**src/rtl/core/accel_shake_detector_top_assert.svh**
```systemverilog
// ----------------------------------------------------------------------------
// Assertion macros for the accelerometer shake detector
// Clocked on i_clk, disabled while i_rst_n is low.
// ----------------------------------------------------------------------------
`ifndef ACCEL_SHAKE_DETECTOR_TOP_ASSERT_SVH
`define ACCEL_SHAKE_DETECTOR_TOP_ASSERT_SVH

`ifndef SYNTHESIS

// Same-cycle implication.
`define ASD_ASSERT_NOW(lbl, ante, cons) \
    lbl: assert property (@(posedge i_clk) disable iff (!i_rst_n) (ante) |-> (cons)) \
        else $error("shake detector assertion failed");

// Next-cycle implication.
`define ASD_ASSERT_NEXT(lbl, ante, cons) \
    lbl: assert property (@(posedge i_clk) disable iff (!i_rst_n) (ante) |=> (cons)) \
        else $error("shake detector assertion failed");

`else

`define ASD_ASSERT_NOW(lbl, ante, cons)
`define ASD_ASSERT_NEXT(lbl, ante, cons)

`endif

`endif

```
**src/rtl/core/asd_pkg.sv**
```systemverilog
// ----------------------------------------------------------------------------
// asd_pkg
// Shared widths, register indexes, reset values and types of the shake detector.
// ----------------------------------------------------------------------------
package asd_pkg;

    localparam int DEF_SAMPLE_BITS = 16;
    localparam int DEF_TIME_BITS   = 32;

    localparam int GRAVITY_W  = 15;
    localparam int THRESH_W   = 15;
    localparam int WINDOW_W   = 16;
    localparam int HITS_W     = 5;
    localparam int QUIET_W    = 8;
    localparam int LEVEL_W    = 16;   // gravity + threshold
    localparam int LEVEL_SQ_W = 2 * LEVEL_W;

    localparam int CFG_INDEX_W = 3;
    localparam int CFG_DATA_W  = 16;

    localparam logic [CFG_INDEX_W-1:0] CFG_GRAVITY  = 3'd0;
    localparam logic [CFG_INDEX_W-1:0] CFG_THRESH   = 3'd1;
    localparam logic [CFG_INDEX_W-1:0] CFG_WINDOW   = 3'd2;
    localparam logic [CFG_INDEX_W-1:0] CFG_HITS     = 3'd3;
    localparam logic [CFG_INDEX_W-1:0] CFG_QUIET    = 3'd4;

    localparam logic [GRAVITY_W-1:0] RST_GRAVITY = 15'd4096;
    localparam logic [THRESH_W-1:0]  RST_THRESH  = 15'd2048;
    localparam logic [WINDOW_W-1:0]  RST_WINDOW  = 16'd500;
    localparam logic [HITS_W-1:0]    RST_HITS    = 5'd3;
    localparam logic [QUIET_W-1:0]   RST_QUIET   = 8'd10;

    typedef struct packed {
        logic [WINDOW_W-1:0] window_ms;
        logic [HITS_W-1:0]   hits_needed;
        logic [QUIET_W-1:0]  quiet_needed;
    } t_asd_arm_cfg;

    typedef struct packed {
        logic shake_pulse;
        logic is_armed;
    } t_asd_result;

endpackage

```
**src/rtl/core/asd_hit_detect.sv**
```systemverilog
// ----------------------------------------------------------------------------
// asd_hit_detect
// Squared magnitude of one sample compared against the squared hit bounds.
// ----------------------------------------------------------------------------
module asd_hit_detect import asd_pkg::*; #(
    parameter int SAMPLE_BITS = DEF_SAMPLE_BITS
) (
    input  logic signed [SAMPLE_BITS-1:0] i_accel_x,
    input  logic signed [SAMPLE_BITS-1:0] i_accel_y,
    input  logic signed [SAMPLE_BITS-1:0] i_accel_z,
    input  logic        [LEVEL_SQ_W-1:0]  i_hi_sq,
    input  logic        [LEVEL_SQ_W-1:0]  i_lo_sq,
    input  logic                          i_lo_valid,
    output logic                          o_hit
);

    localparam int SQ_W  = 2 * SAMPLE_BITS;
    localparam int SUM_W = SQ_W + 2;
    localparam int CMP_W = (SUM_W > LEVEL_SQ_W) ? SUM_W : LEVEL_SQ_W;

    logic signed [SAMPLE_BITS-1:0] s_axis [3];
    logic        [SAMPLE_BITS-1:0] s_mag  [3];
    logic        [SQ_W-1:0]        s_sq   [3];
    logic        [SUM_W-1:0]       s_sum;
    logic        [CMP_W-1:0]       s_sum_x;
    logic        [CMP_W-1:0]       s_hi_x;
    logic        [CMP_W-1:0]       s_lo_x;

    assign s_axis[0] = i_accel_x;
    assign s_axis[1] = i_accel_y;
    assign s_axis[2] = i_accel_z;

    // The most negative code negates to itself, which read unsigned is its magnitude.
    always_comb begin
        for (int k = 0; k < 3; k++) begin
            s_mag[k] = s_axis[k][SAMPLE_BITS-1] ? SAMPLE_BITS'(-s_axis[k])
                                                : SAMPLE_BITS'(s_axis[k]);
            s_sq[k]  = SQ_W'(s_mag[k]) * SQ_W'(s_mag[k]);
        end
    end

    assign s_sum   = SUM_W'(s_sq[0]) + SUM_W'(s_sq[1]) + SUM_W'(s_sq[2]);
    assign s_sum_x = CMP_W'(s_sum);
    assign s_hi_x  = CMP_W'(i_hi_sq);
    assign s_lo_x  = CMP_W'(i_lo_sq);

    assign o_hit = (s_sum_x >= s_hi_x) || (i_lo_valid && (s_sum_x <= s_lo_x));

endmodule

```
**src/rtl/core/asd_arm_ctrl.sv**
```systemverilog
// ----------------------------------------------------------------------------
// asd_arm_ctrl
// Arm state, hit window and quiet counter; one update per processed sample.
// ----------------------------------------------------------------------------
module asd_arm_ctrl import asd_pkg::*; #(
    parameter int TIME_BITS = DEF_TIME_BITS
) (
    input  logic                 i_clk,
    input  logic                 i_rst_n,
    input  logic                 i_step,
    input  logic                 i_hit,
    input  logic [TIME_BITS-1:0] i_time,
    input  t_asd_arm_cfg         i_cfg,
    output t_asd_result          o_result
);

    localparam int CMP_W = (TIME_BITS > WINDOW_W) ? TIME_BITS : WINDOW_W;

    logic                 r_armed;
    logic [HITS_W-1:0]    r_hit_count;
    logic [QUIET_W-1:0]   r_quiet_count;
    logic [TIME_BITS-1:0] r_window_begin;

    logic                 n_armed;
    logic [HITS_W-1:0]    n_hit_count;
    logic [QUIET_W-1:0]   n_quiet_count;
    logic [TIME_BITS-1:0] n_window_begin;

    logic [TIME_BITS-1:0] s_elapsed;
    logic                 s_expired;
    logic [HITS_W-1:0]    s_hits_inc;
    logic [QUIET_W-1:0]   s_quiet_inc;
    logic                 s_pulse;

    assign s_elapsed = i_time - r_window_begin;
    assign s_expired = CMP_W'(s_elapsed) > CMP_W'(i_cfg.window_ms);

    always_comb begin
        n_armed        = r_armed;
        n_hit_count    = r_hit_count;
        n_quiet_count  = r_quiet_count;
        n_window_begin = r_window_begin;
        s_pulse        = 1'b0;
        s_hits_inc     = '0;
        s_quiet_inc    = r_quiet_count + QUIET_W'(1);
        if (!r_armed) begin
            if (!i_hit) begin
                n_quiet_count = s_quiet_inc;
                if (s_quiet_inc >= i_cfg.quiet_needed) begin
                    n_quiet_count = '0;
                    n_hit_count   = '0;
                    n_armed       = 1'b1;
                end
            end else begin
                n_quiet_count = '0;
            end
        end else begin
            // restart the window once it has run out
            if (s_expired) begin
                n_hit_count    = '0;
                n_window_begin = i_time;
            end
            if (i_hit) begin
                if (n_hit_count == '0) begin
                    n_window_begin = i_time;
                end
                s_hits_inc  = n_hit_count + HITS_W'(1);
                n_hit_count = s_hits_inc;
                if (s_hits_inc >= i_cfg.hits_needed) begin
                    n_hit_count = '0;
                    n_armed     = 1'b0;
                    s_pulse     = 1'b1;
                end
            end
        end
    end

    assign o_result.shake_pulse = s_pulse;
    assign o_result.is_armed    = n_armed;

    always_ff @(posedge i_clk) begin
        if (!i_rst_n) begin
            r_armed        <= 1'b1;
            r_hit_count    <= '0;
            r_quiet_count  <= '0;
            r_window_begin <= '0;
        end else if (i_step) begin
            r_armed        <= n_armed;
            r_hit_count    <= n_hit_count;
            r_quiet_count  <= n_quiet_count;
            r_window_begin <= n_window_begin;
        end
    end

endmodule

```
**src/rtl/core/accel_shake_detector_top.sv**
```systemverilog
// ----------------------------------------------------------------------------
// accel_shake_detector_top
// Accelerometer shake detector: flags hits by squared magnitude against
// gravity bounds, counts hits in a time window and pulses on a shake.
// ----------------------------------------------------------------------------
//  channel  | valid        | ready        | payload
//  ---------+--------------+--------------+-----------------------------------------
//  config   | i_cfg_valid  | o_cfg_ready  | i_cfg_index, i_cfg_data
//  sample   | i_in_valid   | o_in_ready   | i_accel_x, i_accel_y, i_accel_z, i_time_ms
//  result   | o_out_valid  | i_out_ready  | o_shake_pulse, o_is_armed, o_hit_seen
//
//  One sample per cycle sustained while i_out_ready drains results; o_out_valid rises
//  as the input register feeds squares, compares, arm update and the result register.
//  Squared bounds are registered from the config registers, in the cycle after a write.
//  Synchronous active-low reset restores register defaults and arms the detector.
//  A stalled result holds; the input register still fills behind it.
// ----------------------------------------------------------------------------
`include "accel_shake_detector_top_assert.svh"

module accel_shake_detector_top import asd_pkg::*; #(
    parameter int SAMPLE_BITS = DEF_SAMPLE_BITS,
    parameter int TIME_BITS   = DEF_TIME_BITS
) (
    input  logic                          i_clk,
    input  logic                          i_rst_n,

    input  logic                          i_cfg_valid,
    output logic                          o_cfg_ready,
    input  logic [CFG_INDEX_W-1:0]        i_cfg_index,
    input  logic [CFG_DATA_W-1:0]         i_cfg_data,

    input  logic                          i_in_valid,
    output logic                          o_in_ready,
    input  logic signed [SAMPLE_BITS-1:0] i_accel_x,
    input  logic signed [SAMPLE_BITS-1:0] i_accel_y,
    input  logic signed [SAMPLE_BITS-1:0] i_accel_z,
    input  logic        [TIME_BITS-1:0]   i_time_ms,

    output logic                          o_out_valid,
    input  logic                          i_out_ready,
    output logic                          o_shake_pulse,
    output logic                          o_is_armed,
    output logic                          o_hit_seen
);

    // configuration registers
    logic [GRAVITY_W-1:0]  r_gravity;
    logic [THRESH_W-1:0]   r_thresh;
    logic [WINDOW_W-1:0]   r_window;
    logic [HITS_W-1:0]     r_hits;
    logic [QUIET_W-1:0]    r_quiet;

    logic [LEVEL_SQ_W-1:0] r_hi_sq;
    logic [LEVEL_SQ_W-1:0] r_lo_sq;
    logic                  r_lo_valid;
    logic [LEVEL_W-1:0]    s_hi;
    logic [GRAVITY_W-1:0]  s_lo;
    logic [LEVEL_SQ_W-1:0] n_hi_sq;
    logic [LEVEL_SQ_W-1:0] n_lo_sq;
    logic                  n_lo_valid;

    // input register
    logic                          r_s1_valid;
    logic signed [SAMPLE_BITS-1:0] r_accel_x;
    logic signed [SAMPLE_BITS-1:0] r_accel_y;
    logic signed [SAMPLE_BITS-1:0] r_accel_z;
    logic        [TIME_BITS-1:0]   r_time;

    // result register
    logic r_out_valid;
    logic r_shake_pulse;
    logic r_is_armed;
    logic r_hit_seen;

    logic         s_in_fire;
    logic         s_out_free;
    logic         s_s1_fire;
    logic         s_hit;
    t_asd_arm_cfg s_arm_cfg;
    t_asd_result  s_result;

    assign o_cfg_ready = 1'b1;

    always_ff @(posedge i_clk) begin
        if (!i_rst_n) begin
            r_gravity <= RST_GRAVITY;
            r_thresh  <= RST_THRESH;
            r_window  <= RST_WINDOW;
            r_hits    <= RST_HITS;
            r_quiet   <= RST_QUIET;
        end else if (i_cfg_valid) begin
            unique case (i_cfg_index)
                CFG_GRAVITY: r_gravity <= i_cfg_data[GRAVITY_W-1:0];
                CFG_THRESH:  r_thresh  <= i_cfg_data[THRESH_W-1:0];
                CFG_WINDOW:  r_window  <= i_cfg_data[WINDOW_W-1:0];
                CFG_HITS:    r_hits    <= i_cfg_data[HITS_W-1:0];
                CFG_QUIET:   r_quiet   <= i_cfg_data[QUIET_W-1:0];
                default: ;
            endcase
        end
    end

    // squared bounds follow the config registers in the next cycle
    assign s_hi       = LEVEL_W'(r_gravity) + LEVEL_W'(r_thresh);
    assign s_lo       = r_gravity - r_thresh;
    assign n_hi_sq    = LEVEL_SQ_W'(s_hi) * LEVEL_SQ_W'(s_hi);
    assign n_lo_sq    = LEVEL_SQ_W'(s_lo) * LEVEL_SQ_W'(s_lo);
    assign n_lo_valid = (r_gravity >= r_thresh);

    always_ff @(posedge i_clk) begin
        r_hi_sq    <= n_hi_sq;
        r_lo_sq    <= n_lo_sq;
        r_lo_valid <= n_lo_valid;
    end

    assign s_out_free = !r_out_valid || i_out_ready;
    assign s_s1_fire  = r_s1_valid && s_out_free;
    assign o_in_ready = !r_s1_valid || s_out_free;
    assign s_in_fire  = i_in_valid && o_in_ready;

    always_ff @(posedge i_clk) begin
        if (!i_rst_n) begin
            r_s1_valid <= 1'b0;
        end else if (s_in_fire) begin
            r_s1_valid <= 1'b1;
        end else if (s_s1_fire) begin
            r_s1_valid <= 1'b0;
        end
    end

    always_ff @(posedge i_clk) begin
        if (s_in_fire) begin
            r_accel_x <= i_accel_x;
            r_accel_y <= i_accel_y;
            r_accel_z <= i_accel_z;
            r_time    <= i_time_ms;
        end
    end

    asd_hit_detect #(
        .SAMPLE_BITS (SAMPLE_BITS)
    ) u_hit_detect (
        .i_accel_x  (r_accel_x),
        .i_accel_y  (r_accel_y),
        .i_accel_z  (r_accel_z),
        .i_hi_sq    (r_hi_sq),
        .i_lo_sq    (r_lo_sq),
        .i_lo_valid (r_lo_valid),
        .o_hit      (s_hit)
    );

    assign s_arm_cfg.window_ms    = r_window;
    assign s_arm_cfg.hits_needed  = r_hits;
    assign s_arm_cfg.quiet_needed = r_quiet;

    asd_arm_ctrl #(
        .TIME_BITS (TIME_BITS)
    ) u_arm_ctrl (
        .i_clk    (i_clk),
        .i_rst_n  (i_rst_n),
        .i_step   (s_s1_fire),
        .i_hit    (s_hit),
        .i_time   (r_time),
        .i_cfg    (s_arm_cfg),
        .o_result (s_result)
    );

    always_ff @(posedge i_clk) begin
        if (!i_rst_n) begin
            r_out_valid <= 1'b0;
        end else if (s_s1_fire) begin
            r_out_valid <= 1'b1;
        end else if (i_out_ready) begin
            r_out_valid <= 1'b0;
        end
    end

    always_ff @(posedge i_clk) begin
        if (s_s1_fire) begin
            r_shake_pulse <= s_result.shake_pulse;
            r_is_armed    <= s_result.is_armed;
            r_hit_seen    <= s_hit;
        end
    end

    assign o_out_valid   = r_out_valid;
    assign o_shake_pulse = r_shake_pulse;
    assign o_is_armed    = r_is_armed;
    assign o_hit_seen    = r_hit_seen;

    `ASD_ASSERT_NOW(a_pulse_disarms, o_out_valid && o_shake_pulse, !o_is_armed)
    `ASD_ASSERT_NOW(a_pulse_needs_hit, o_out_valid && o_shake_pulse, o_hit_seen)
    `ASD_ASSERT_NEXT(a_s1_holds, r_s1_valid && !s_out_free, r_s1_valid)

endmodule
```
**config.mk**
```make
export PLATFORM = sky130hd
export DESIGN_NAME = accel_shake_detector_top
export DESIGN_NICKNAME = d
export VERILOG_FILES = /design/src/rtl/core/asd_pkg.sv /design/src/rtl/core/asd_hit_detect.sv /design/src/rtl/core/asd_arm_ctrl.sv /design/src/rtl/core/accel_shake_detector_top.sv
export VERILOG_INCLUDE_DIRS = /design/src /design/src/rtl/core
export SDC_FILE = /design/constraint.sdc
export NUM_CORES = 2
export LEC_CHECK = 0
export BUFFER_PORTS_ARGS = -buffer_cell sky130_fd_sc_hd__buf_2
export CAP_MARGIN = 40
export CORE_ASPECT_RATIO = 1.4
export CORE_MARGIN = 1.5
export CORE_UTILIZATION = 25
export CTS_CLUSTER_DIAMETER = 100
export DETAILED_ROUTE_END_ITERATION = 10
export SYNTH_ARGS = -nofsm -noshare
export SYNTH_HDL_FRONTEND = slang
export SYNTH_SLANG_ARGS = --single-unit
export TNS_END_PERCENT = 20
```
**constraint.sdc**
```tcl
create_clock -name i_clk -period 13.2 [get_ports i_clk]
set_input_delay 1.98 -clock i_clk [delete_from_list [all_inputs] [get_ports i_clk]]
set_output_delay 1.98 -clock i_clk [all_outputs]
set_load 0.01 [all_outputs]
```
==> impl_metrics.env <==
export IMPL_post_drt_wl_per_cell_um=14.78
export IMPL_cts_sinks=250
export IMPL_worstSetupPathType="reg2reg"
export IMPL_hp_class="reg2reg"
export IMPL_hpwl_um=111600
export IMPL_crit_top_cell="fa_1"
export IMPL_ios=110
export IMPL_hold_ws_ps=456.3
export IMPL_holdPathStages=2
export IMPL_placed_area_mm2=0.05664
export IMPL_ys_seq_elements=250
export IMPL_yosys_area_top_type="fa_1"
export IMPL_synth_cell_area_mm2=0.04973
export IMPL_portBuffers=108
export IMPL_worst_slew_pin_slew_ps=925.9
export IMPL_max_cap_violations=0
export IMPL_post_synth_num_cell_types=98
export IMPL_finalNetCount=7633
export IMPL_ant_nets=0
export IMPL_violations="setup timing"
export IMPL_synth_ff_type="dfxtp_1"
export IMPL_setup_tns_ps=-27740
export IMPL_yosysMostFrequentCell="inv_1"
export IMPL_grt_overflow=0
export IMPL_setup_violations=49
export IMPL_finalHoldViolCount=0
export IMPL_r2r_setup_slack_ps=-660
export IMPL_drc=0
export IMPL_cp_max_fo=8
export IMPL_critPathMaxStageDelay_ps=580
export IMPL_arrival_ps=14360
export IMPL_diodes=0
export IMPL_dieArea_mm2=0.2017
export IMPL_end_kind="flip-flop"
export IMPL_async_flop_share_pct=0
export IMPL_syn_to_final_growth_pct=17.18
export IMPL_ctsHtreeMaxLevel=1
export IMPL_syn_inst=5504
export IMPL_seq_area_frac_synth_pct=11.73
export IMPL_viasPerCell=4.357
export IMPL_clk_pin_slew_ps=60
export IMPL_crit_family="adder cells"
export IMPL_fin_crit_sh_pct=105.0
export IMPL_slew_headroom_pct=38.06
export IMPL_clk_path_buf_depth=3
export IMPL_final_area_mm2=0.05828
export IMPL_fmax_ghz=0.07215
export IMPL_grt_max_degree=89
export IMPL_grt_pass1_vias=41880
export IMPL_synth_edff_count=83
export IMPL_rr_worst_depth=58
export IMPL_required_ps=13700
export IMPL_clkLatencyLatePin_ps=620
export IMPL_fp_dieW_um=380.0
export IMPL_grt_antenna_before_repair=0
export IMPL_drive_gt1_share_pct=12.47
export IMPL_synth_warnings=0
export IMPL_start_util_pct=25.18
export IMPL_die_h_um=530.7
export IMPL_stdcell_count=8669
export IMPL_drt_wl_total_um=128100
export IMPL_layout_setup_ws_ps=-659.1
export IMPL_min_period_ps=13860
export IMPL_hold_buffers=0
export IMPL_min_to="u_arm_ctrl.r_window_begin[30]$_SDFFE_PN0P_"
export IMPL_path_buf_inv=10
export IMPL_place_gp_congestion=0.9383
export IMPL_rr_startpoint="r_accel_y[4]$_DFFE_PP_"
export IMPL_ys_top_cells_by_area="fa_1 36%, ha_1 16%, inv_1 10%"
export IMPL_rows=193
export IMPL_netlist_area_leader_share_pct=35.62
export IMPL_cts_buffers=29
export IMPL_via_count=37770
export IMPL_dp_cells=8585
export IMPL_rsz0062_at_grt="true"
export IMPL_grt_use_total_pct=12.93
export IMPL_drt_initial_drc_count=1435
export IMPL_crit_path_top_delay_cell="or4_4"
export IMPL_crit_path_start_kind="flip-flop"
export IMPL_syn_avg_cell_area_um2=9.036
export IMPL_hold_start="u_arm_ctrl.r_window_begin[30]$_SDFFE_PN0P_"
export IMPL_synth_commonest_cells="1351 x inv_1, 885 x fa_1, 630 x ha_1, 500 x nand2_1, 471 x nor2_1"
export IMPL_finalMaxSlewViolations=0
export IMPL_finClkSkew_ps=22.58
export IMPL_grt_pass1_wl_um=212300
export IMPL_root_buffer="clkbuf_16"
export IMPL_cts_tree="done"
export IMPL_dr_pass1_iters=7
export IMPL_core_mm2=0.1975
export IMPL_status="finished, violations left"
export IMPL_reg2reg_to="u_arm_ctrl.r_window_begin[9]$_SDFFE_PN0P_"
==> state kept, by name, summed over array words and instances (netlist names), 5 cells and up <==
signal	cells
r_thresh	15
u_arm_ctrl.r_hit_count	5
r_window	16
r_accel_x	16
r_lo_sq	28
r_hi_sq	31
r_time	32
u_arm_ctrl.r_window_begin	32
r_accel_z	16
u_arm_ctrl.r_quiet_count	8
r_gravity	15
r_quiet	8
r_hits	5
r_accel_y	16
==> logic make-up (layout without fill, tap and decap cells) <==
logic type | after synthesis | count (layout) | share of synthesized area, %
adder cells (fa/ha/maj) | 1515 | 1515 | 51.47
buffers and inverters | 1488 | 1985 | 11.35
AND/OR/NAND/NOR | 1347 | 1347 | 11.99
AO/OA/AOI/OAI | 628 | 628 | 8.488
flip-flops | 250 | 250 | 11.73
XOR/XNOR | 229 | 229 | 4.033
multiplexers | 45 | 45 | 0.9233
other | 2 | 38 | 0.01510
==> worst min-delay path, cell delays in order, from the launching register on <==
cell and delay [ps]:
dfxtp_1 300, nand2_1 50, mux2i_1 50
==> placed cells by master, fill, tap and decap left out, types with 17 or more instances in the layout <==
master	netlist	final
inv_1	1351	1340
fa_1	885	884
ha_1	630	621
nand2_1	500	498
nor2_1	471	462
buf_4	5	429
dfxtp_1	167	167
a21oi_1	152	146
xnor2_1	148	139
buf_2	8	107
o21ai_0	105	93
a21o_1	87	87
edfxtp_1	83	83
xor2_1	81	77
nand3_1	57	57
a21boi_0	52	51
nor3_1	49	45
and2_1	41	40
mux2i_1	41	40
nand2b_1	41	39
conb_1	2	38
nand4_1	36	36
nor2b_1	34	34
clkbuf_16	0	31
o211ai_1	29	29
and3_1	27	26
o21a_1	24	24
clkinv_1	24	22
o21bai_1	21	21
a31oi_1	23	20
or3_1	21	20
or2_2	22	20
a211oi_1	17	17
inv_2	6	17
==> area by class of cell <==
cell class | instances | area, um2
clock inverter | 16 | 203.9
fill | 20980 | 139300
sequential | 250 | 5836
timing repair buffer | 550 | 4000
inverter | 1381 | 5189
multi-input combinational | 3802 | 38910
clock buffer | 38 | 842.1
tap | 2632 | 3293
==> per-layer routing <==
| layer | part of all wire [%] | track usage, % |
|---|---|---|
| met1 | 39 | 14.59 |
| met2 | 52 | 24.64 |
| met3 | 3.2 | 1.218 |
| met4 | 5.1 | 5.365 |
| met5 | 0 | 0 |
==> worst max-delay path by stage <==
stage / start / end / slack [ps] / cells after the start
finish: r_accel_y[4]$_DFFE_PP_ / u_arm_ctrl.r_window_begin[9]$_SDFFE_PN0P_ / -660 / 58
global route: r_accel_y[4]$_DFFE_PP_ / u_arm_ctrl.r_window_begin[31]$_SDFFE_PN0P_ / -1270 / 57
CTS: r_accel_y[4]$_DFFE_PP_ / u_arm_ctrl.r_window_begin[9]$_SDFFE_PN0P_ / -720 / 58
detailed placement: r_accel_x[0]$_DFFE_PP_ / u_arm_ctrl.r_window_begin[9]$_SDFFE_PN0P_ / -810 / 55
global placement: r_accel_y[0]$_DFFE_PP_ / u_arm_ctrl.r_hit_count[2]$_SDFFE_PN0P_ / -670 / 55
floorplan: r_accel_y[5]$_DFFE_PP_ / u_arm_ctrl.r_hit_count[2]$_SDFFE_PN0P_ / -140 / 57
==> through the flow <==
step	worst slack (ps)	utilization [%]
6_report	-659.1	29.50
5_1_grt	-1273	29.50
4_1_cts	-716.6	29.41
3_5_place_dp	-813.9	28.68
3_3_place_gp	-671.3	28.64
2_1_floorplan	-142.2	-
==> timing repair <==
action,in CTS,in global routing
gates resized for setup,46,32
pin swaps,61,14
endpoints found under the setup margin,49,49
buffers inserted,22,5
gates cloned,3,0
Power is not shown: default switching activity piles up to over one toggle a cycle in this logic, so the estimate is an artifact.
